`src/sv/lgsf_pkg.sv`:
```
// lgsf_pkg: shared constants, command codes and controller/datapath structs
// for the linear gradient span painter. No dependencies.
package lgsf_pkg;

  localparam int RAMP_BITS_DEF  = 10;
  localparam int SCALE_BITS_DEF = 16;
  localparam int STOP_SLOTS_DEF = 16;
  localparam int MAX_RUN_DEF    = 64;

  localparam int FUNC_W     = 2;
  localparam int CFG_IDX_W  = 2;
  localparam int CFG_DATA_W = 32;
  localparam int COLOR_W    = 32;
  localparam int COORD_W    = 16;
  localparam int COUNT_W    = 7;
  localparam int POS_W      = 10;
  localparam int SIDX_W     = 4;
  localparam int TDATA_W    = 88;

  // input tdata layout, lowest bit first
  localparam int OFS_SIDX   = 0;
  localparam int OFS_SVALID = 4;
  localparam int OFS_SPOS   = 5;
  localparam int OFS_SCOL   = 15;
  localparam int OFS_X      = 47;
  localparam int OFS_Y      = 63;
  localparam int OFS_COUNT  = 79;

  localparam logic [FUNC_W-1:0] FUNC_WRITE_STOP = 2'd0;
  localparam logic [FUNC_W-1:0] FUNC_REBUILD    = 2'd1;
  localparam logic [FUNC_W-1:0] FUNC_PAINT      = 2'd2;
  localparam logic [FUNC_W-1:0] FUNC_NOP        = 2'd3;

  localparam logic [CFG_IDX_W-1:0] CFG_STEP_X = 2'd0;
  localparam logic [CFG_IDX_W-1:0] CFG_STEP_Y = 2'd1;
  localparam logic [CFG_IDX_W-1:0] CFG_OFFSET = 2'd2;
  localparam logic [CFG_IDX_W-1:0] CFG_SPREAD = 2'd3;

  localparam logic [1:0] SPREAD_PAD     = 2'd0;
  localparam logic [1:0] SPREAD_REPEAT  = 2'd1;
  localparam logic [1:0] SPREAD_REFLECT = 2'd2;

  localparam logic [COLOR_W-1:0] COLOR_WHITE = 32'hFFFF_FFFF;
  localparam logic [7:0]         CH_MAX      = 8'hFF;

  typedef struct packed {
    logic accept;
    logic wr_stop;
    logic clr_wr;
    logic load_cur;
    logic fill_wr;
    logic load_nxt;
    logic adv;
    logic div_start;
    logic div_step;
    logic mul;
    logic blend_wr;
    logic pt_mul;
    logic pt_sum;
    logic pt_issue;
  } cmd_t;

  typedef struct packed {
    logic rd_end;
    logic i_eq_cur;
    logic i_eq_nxt;
    logic i_max;
    logic nxt_end;
    logic nxt_gt;
    logic div_last;
    logic cnt_zero;
    logic cnt_one;
    logic credit;
  } sts_t;

endpackage

```
`src/sv/lgsf_ctrl.sv`:
```
// lgsf_ctrl: sequencer for table clear, stop writes, ramp rebuild and span
// painting. Depends on lgsf_pkg; drives the datapath through cmd_t.
module lgsf_ctrl (
  input  logic                          clk_i,
  input  logic                          rst_ni,
  input  logic                          s_tvalid_i,
  input  logic [lgsf_pkg::FUNC_W-1:0]   s_tuser_i,
  output logic                          s_tready_o,
  input  lgsf_pkg::sts_t                sts_i,
  output lgsf_pkg::cmd_t                cmd_o
);
  import lgsf_pkg::*;

  localparam logic [3:0] ST_CLEAR    = 4'd0;
  localparam logic [3:0] ST_IDLE     = 4'd1;
  localparam logic [3:0] ST_RB_FIRST = 4'd2;
  localparam logic [3:0] ST_RB_FILL  = 4'd3;
  localparam logic [3:0] ST_RB_LOADN = 4'd4;
  localparam logic [3:0] ST_RB_DEC   = 4'd5;
  localparam logic [3:0] ST_RB_DIV   = 4'd6;
  localparam logic [3:0] ST_RB_MUL   = 4'd7;
  localparam logic [3:0] ST_RB_WR    = 4'd8;
  localparam logic [3:0] ST_RB_TAIL  = 4'd9;
  localparam logic [3:0] ST_PT_MUL   = 4'd10;
  localparam logic [3:0] ST_PT_SUM   = 4'd11;
  localparam logic [3:0] ST_PT_RUN   = 4'd12;

  logic [3:0] state_q, state_d;

  always_comb begin
    state_d    = state_q;
    cmd_o      = '0;
    s_tready_o = 1'b0;
    unique case (state_q)
      ST_CLEAR: begin
        cmd_o.clr_wr = 1'b1;
        if (sts_i.i_max) state_d = ST_IDLE;
      end
      ST_IDLE: begin
        s_tready_o = 1'b1;
        if (s_tvalid_i) begin
          cmd_o.accept = 1'b1;
          unique case (s_tuser_i)
            FUNC_WRITE_STOP: cmd_o.wr_stop = 1'b1;
            FUNC_REBUILD:    state_d = ST_RB_FIRST;
            FUNC_PAINT:      state_d = ST_PT_MUL;
            default:         state_d = ST_IDLE;
          endcase
        end
      end
      ST_RB_FIRST: begin
        // leave the table alone when slot 0 ends the list
        if (sts_i.rd_end) begin
          state_d = ST_IDLE;
        end else begin
          cmd_o.load_cur = 1'b1;
          state_d = ST_RB_FILL;
        end
      end
      ST_RB_FILL: begin
        cmd_o.fill_wr = 1'b1;
        if (sts_i.i_eq_cur) state_d = ST_RB_LOADN;
      end
      ST_RB_LOADN: begin
        cmd_o.load_nxt = 1'b1;
        state_d = ST_RB_DEC;
      end
      ST_RB_DEC: begin
        if (sts_i.nxt_end) begin
          state_d = ST_RB_TAIL;
        end else if (sts_i.nxt_gt) begin
          cmd_o.div_start = 1'b1;
          state_d = ST_RB_DIV;
        end else begin
          cmd_o.adv = 1'b1;
          state_d = ST_RB_LOADN;
        end
      end
      ST_RB_DIV: begin
        cmd_o.div_step = 1'b1;
        if (sts_i.div_last) state_d = ST_RB_MUL;
      end
      ST_RB_MUL: begin
        cmd_o.mul = 1'b1;
        state_d = ST_RB_WR;
      end
      ST_RB_WR: begin
        cmd_o.blend_wr = 1'b1;
        if (sts_i.i_eq_nxt) begin
          cmd_o.adv = 1'b1;
          state_d = ST_RB_LOADN;
        end else begin
          state_d = ST_RB_MUL;
        end
      end
      ST_RB_TAIL: begin
        cmd_o.fill_wr = 1'b1;
        if (sts_i.i_max) state_d = ST_IDLE;
      end
      ST_PT_MUL: begin
        cmd_o.pt_mul = 1'b1;
        state_d = ST_PT_SUM;
      end
      ST_PT_SUM: begin
        cmd_o.pt_sum = 1'b1;
        state_d = ST_PT_RUN;
      end
      ST_PT_RUN: begin
        if (sts_i.cnt_zero) begin
          state_d = ST_IDLE;
        end else if (sts_i.credit) begin
          cmd_o.pt_issue = 1'b1;
          if (sts_i.cnt_one) state_d = ST_IDLE;
        end
      end
      default: state_d = ST_IDLE;
    endcase
  end

  always_ff @(posedge clk_i or negedge rst_ni) begin
    if (!rst_ni) begin
      state_q <= ST_CLEAR;
    end else begin
      state_q <= state_d;
    end
  end

endmodule

```
`config.mk`:
```
export PLATFORM = sky130hd
export DESIGN_NAME = lgsf_ctrl
export DESIGN_NICKNAME = d
export VERILOG_FILES = /design/src/sv/lgsf_pkg.sv /design/src/sv/lgsf_ctrl.sv
export SDC_FILE = /design/constraint.sdc
export NUM_CORES = 1
export LEC_CHECK = 0
export BUFFER_PORTS_ARGS = -buffer_cell sky130_fd_sc_hd__buf_2
export CAP_MARGIN = 20
export CORE_UTILIZATION = 43
export CTS_CLUSTER_DIAMETER = 40
export DETAILED_ROUTE_END_ITERATION = 10
export GPL_TIMING_DRIVEN = 0
export PLACE_DENSITY_LB_ADDON = 0.05
export SYNTH_ARGS = -nofsm -noshare
export SYNTH_HDL_FRONTEND = slang
export SYNTH_SLANG_ARGS = --single-unit
```
`constraint.sdc`:
```
create_clock -name clk_i -period 1.9 [get_ports clk_i]
set_clock_uncertainty 0.05 [all_clocks]
set_input_delay 0.19 -clock clk_i [delete_from_list [all_inputs] [get_ports clk_i]]
set_output_delay 0.19 -clock clk_i [all_outputs]
set_load 0.01 [all_outputs]
```
==> flow_metrics.tcl <==
set metrics [dict create \
    status "complete, no violations" \
    power.internal_mw 0.574 \
    fin_crit_ns 1.84 \
    grt_max_degree 11 \
    ys_seq_area_frac 0.172 \
    cp_slowest_stage_delay_ns 0.42 \
    wl_per_cell_um 12.8 \
    use_met2 0.371 \
    antenna-diode-count 0 \
    grt_first_pass_wirelength_um 2420 \
    fmax_mhz 542 \
    synth_top_cell_by_area "dfrtp_1" \
    antenna_found_initial 0 \
    rsz0062_at_grt "false" \
    arrival_ns 1.60 \
    initialDrtViolationCount 19 \
    r2r_cells 5 \
    die_width_um 38.8 \
    die_h_um 38.8 \
    met1_usage 0.297 \
    path_max_fanout 10 \
    worst_ir_drop_vdd_v 0.000616 \
    timing_worst_setup_path_type "register to output pin" \
    cp_cell_sequence "buf_2 > nand2b_1 > nor4_2 > buf_2" \
    final_nets 130 \
    top_regs "state_q: 4 flops" \
    synth_area_leaders "dfrtp_1 (17%), nor2_1 (8.4%), nand2b_1 (5.4%), a2111oi_4 (4.7%), ha_1 (4.3%)" \
    dr_total_vias 683 \
    combPwrFrac 0.747 \
    initial_core_util 0.492 \
    synth-edff-count 0 \
    ant_nets 0 \
    reg2reg_to "state_q[0]$_DFFE_PN0P_" \
    cap_violations 0 \
    dp_hpwl_um 1170 \
    rr_startpoint "state_q[0]$_DFFE_PN0P_" \
    final_layout_size_suffix_gt1_frac 0.396 \
    htree_num_levels 1 \
    placedCellCount 121 \
    grt.total_usage 0.234 \
    synth-seq-cells 4 \
    viasPerCell 5.46 \
    p_switching_mw 0.578 \
    startpoint_type "register" \
    top_usage_layer "met2" \
    place_congestion 0.770 \
    synthDistinctLibCells 39 \
    power.leakage_nw 0.393 \
    synth_fp_nets 95 \
    cts_tree "done" \
    clk_path_buf_depth 2 \
    num_rows 12 \
    insertion_delay_ns 0.24 \
    grt_util_met3 0.0347 \
    clk_pin_slew_worst_paths_ns 0.04 \
    synthCells 78 \
    clkPwrFrac 0.098 \
    portBuffers 29 \
    hold_slack_ns 0.225 \
    ys_top_cells_by_count "nor2_1 (13), nand2b_1 (5), dfrtp_1 (4), inv_1 (4), nand2_1 (4)" \
    drc 0 \
    wl_um 1600 \
    grt_pass1_vias 556 \
    p_per_area_mw_per_mm2 1460 \
    setup_viol 0 \
    hold_violations 0 \
    finalSetupTns_ns 0 \
    slew_headroom 0.762 \
    cpMostUsedCell "buf_2" \
    area_delta_synth_final_pct 35.0 \
    yosysWarningCount 0 \
    worst_slew_pin_slew_ns 0.356 \
    largest_reg_flops 4 \
    min_path_type "input port to asynchronous set/reset pin" \
    fin_crit_sh 0.970 \
    end_kind "output pin" \
    final_max_slew_viol_count 0 \
    final_cells 125 \
    p_sw_frac 0.502 \
    core_mm2 0.00119 \
    syn-cell-area_um2 583 \
    cts_num_sinks 4 \
    synth_flop_cell "dfrtp_1" \
    dieArea_mm2 0.00151 \
    grt_overflow 0 \
    postSynth.asyncResetShare 1.00 \
    firstDrtPassIters 6 \
    synth_top_cell_area_share 0.172 \
    largest-register "state_q" \
    synth.most_common_cell "nor2_1" \
    power_frac_seq 0.156 \
    r2r_slack_ns 0.17 \
    root_buffer "clkbuf_4" \
    postSynthAreaPerCell_um2 7.48 \
    io_pins 30 \
    cts_buffers 3 \
    cp.required_ns 1.66 \
    critPathSlowestCell "dfrtp_1" \
]
## per-stage QoR
step | cell area, um2 | worst slack [ns] | util | power, mW
3_3_place_gp | 746 | 0.0628 | 0.629 | 1.01
4_1_cts | 778 | 0.0372 | 0.656 | 1.13
3_5_place_dp | 746 | 0.0520 | 0.629 | 1.01
5_1_grt | 787 | 0.0181 | 0.664 | 1.24
6_report | 787 | 0.0562 | 0.664 | 1.15
2_1_floorplan | 583 | 0.182 | - | 0.805
## worst max-delay path, delay by kind of cell, from the launching register on
family                 cells  cell delay, ns
AND/OR/NAND/NOR            2            0.53
flip-flops                 1            0.42
buffers and inverters      2            0.40
## layout make-up
| type | count | area [um2] |
|---|---|---|
| plain buffers | 6 | 36.3 |
| multi-input cells | 63 | 437 |
| flip-flops and latches | 4 | 100 |
| inverters | 5 | 18.8 |
| repair buffers | 30 | 155 |
| fillers | 112 | 399 |
| well taps | 14 | 17.5 |
| clock buffers | 3 | 22.5 |
## cell usage in the layout, fill, tap and decap left out, types with 2 or more instances in the layout
cell type	n
a211oi_1	2
and2_1	2
buf_2	32
clkbuf_2	2
clkbuf_4	3
dfrtp_1	4
ha_1	2
inv_1	4
nand2_1	4
nand2b_1	5
nor2_1	13
nor2b_1	3
nor3_1	3
nor4_1	2
o21ai_0	2
o22ai_1	2
xnor2_1	2
## worst max path at each step
stage	startpoint	endpoint	cells past startpoint
after detailed placement	state_q[0]$_DFFE_PN0P_	state_q[0]$_DFFE_PN0P_	5
after global routing	state_q[3]$_DFFE_PN0P_	cmd_o[6]	4
after CTS	state_q[3]$_DFFE_PN0P_	cmd_o[6]	4
final	state_q[3]$_DFFE_PN0P_	cmd_o[6]	4
after global placement	state_q[1]$_DFFE_PN0P_	state_q[0]$_DFFE_PN0P_	5
after floorplan	state_q[2]$_DFFE_PN0P_	state_q[0]$_DFFE_PN0P_	5
## routing by layer
layer	vias to the layer above	wire length [um]	part of all wire
li1	345	-	-
met1	310	746	0.47
met2	25	759	0.47
met3	3	68	0.042
met4	0	27	0.017
met5	-	0	0
## cell families (layout without fill, tap and decap cells)
kind of cell	count (synthesis)	in the layout	share of synthesized area
flip-flops	4	4	0.172
buffers and inverters	11	44	0.0901
multiplexers	1	1	0.0257
AND/OR/NAND/NOR	40	40	0.367
AO/OA/AOI/OAI	18	18	0.273
adder cells (fa/ha/maj)	2	2	0.0429
XOR/XNOR	2	2	0.0300
## power groups by stage
stage	clock, mW	sequential (mW)	combinational [mW]
2_1_floorplan	0	0.163	0.643
3_3_place_gp	0	0.181	0.827
3_5_place_dp	0	0.182	0.833
4_1_cts	0.113	0.181	0.837
5_1_grt	0.123	0.186	0.935
6_report	0.112	0.179	0.860
## timing repair
action                                  4_1_cts  5_1_grt
hold buffers                                  1        0
gates resized for setup                       0        4
buffers inserted                              0        0
endpoints found under the setup margin        0        3
endpoints found under the hold margin         4        0
(Power assumes the default switching activity.)
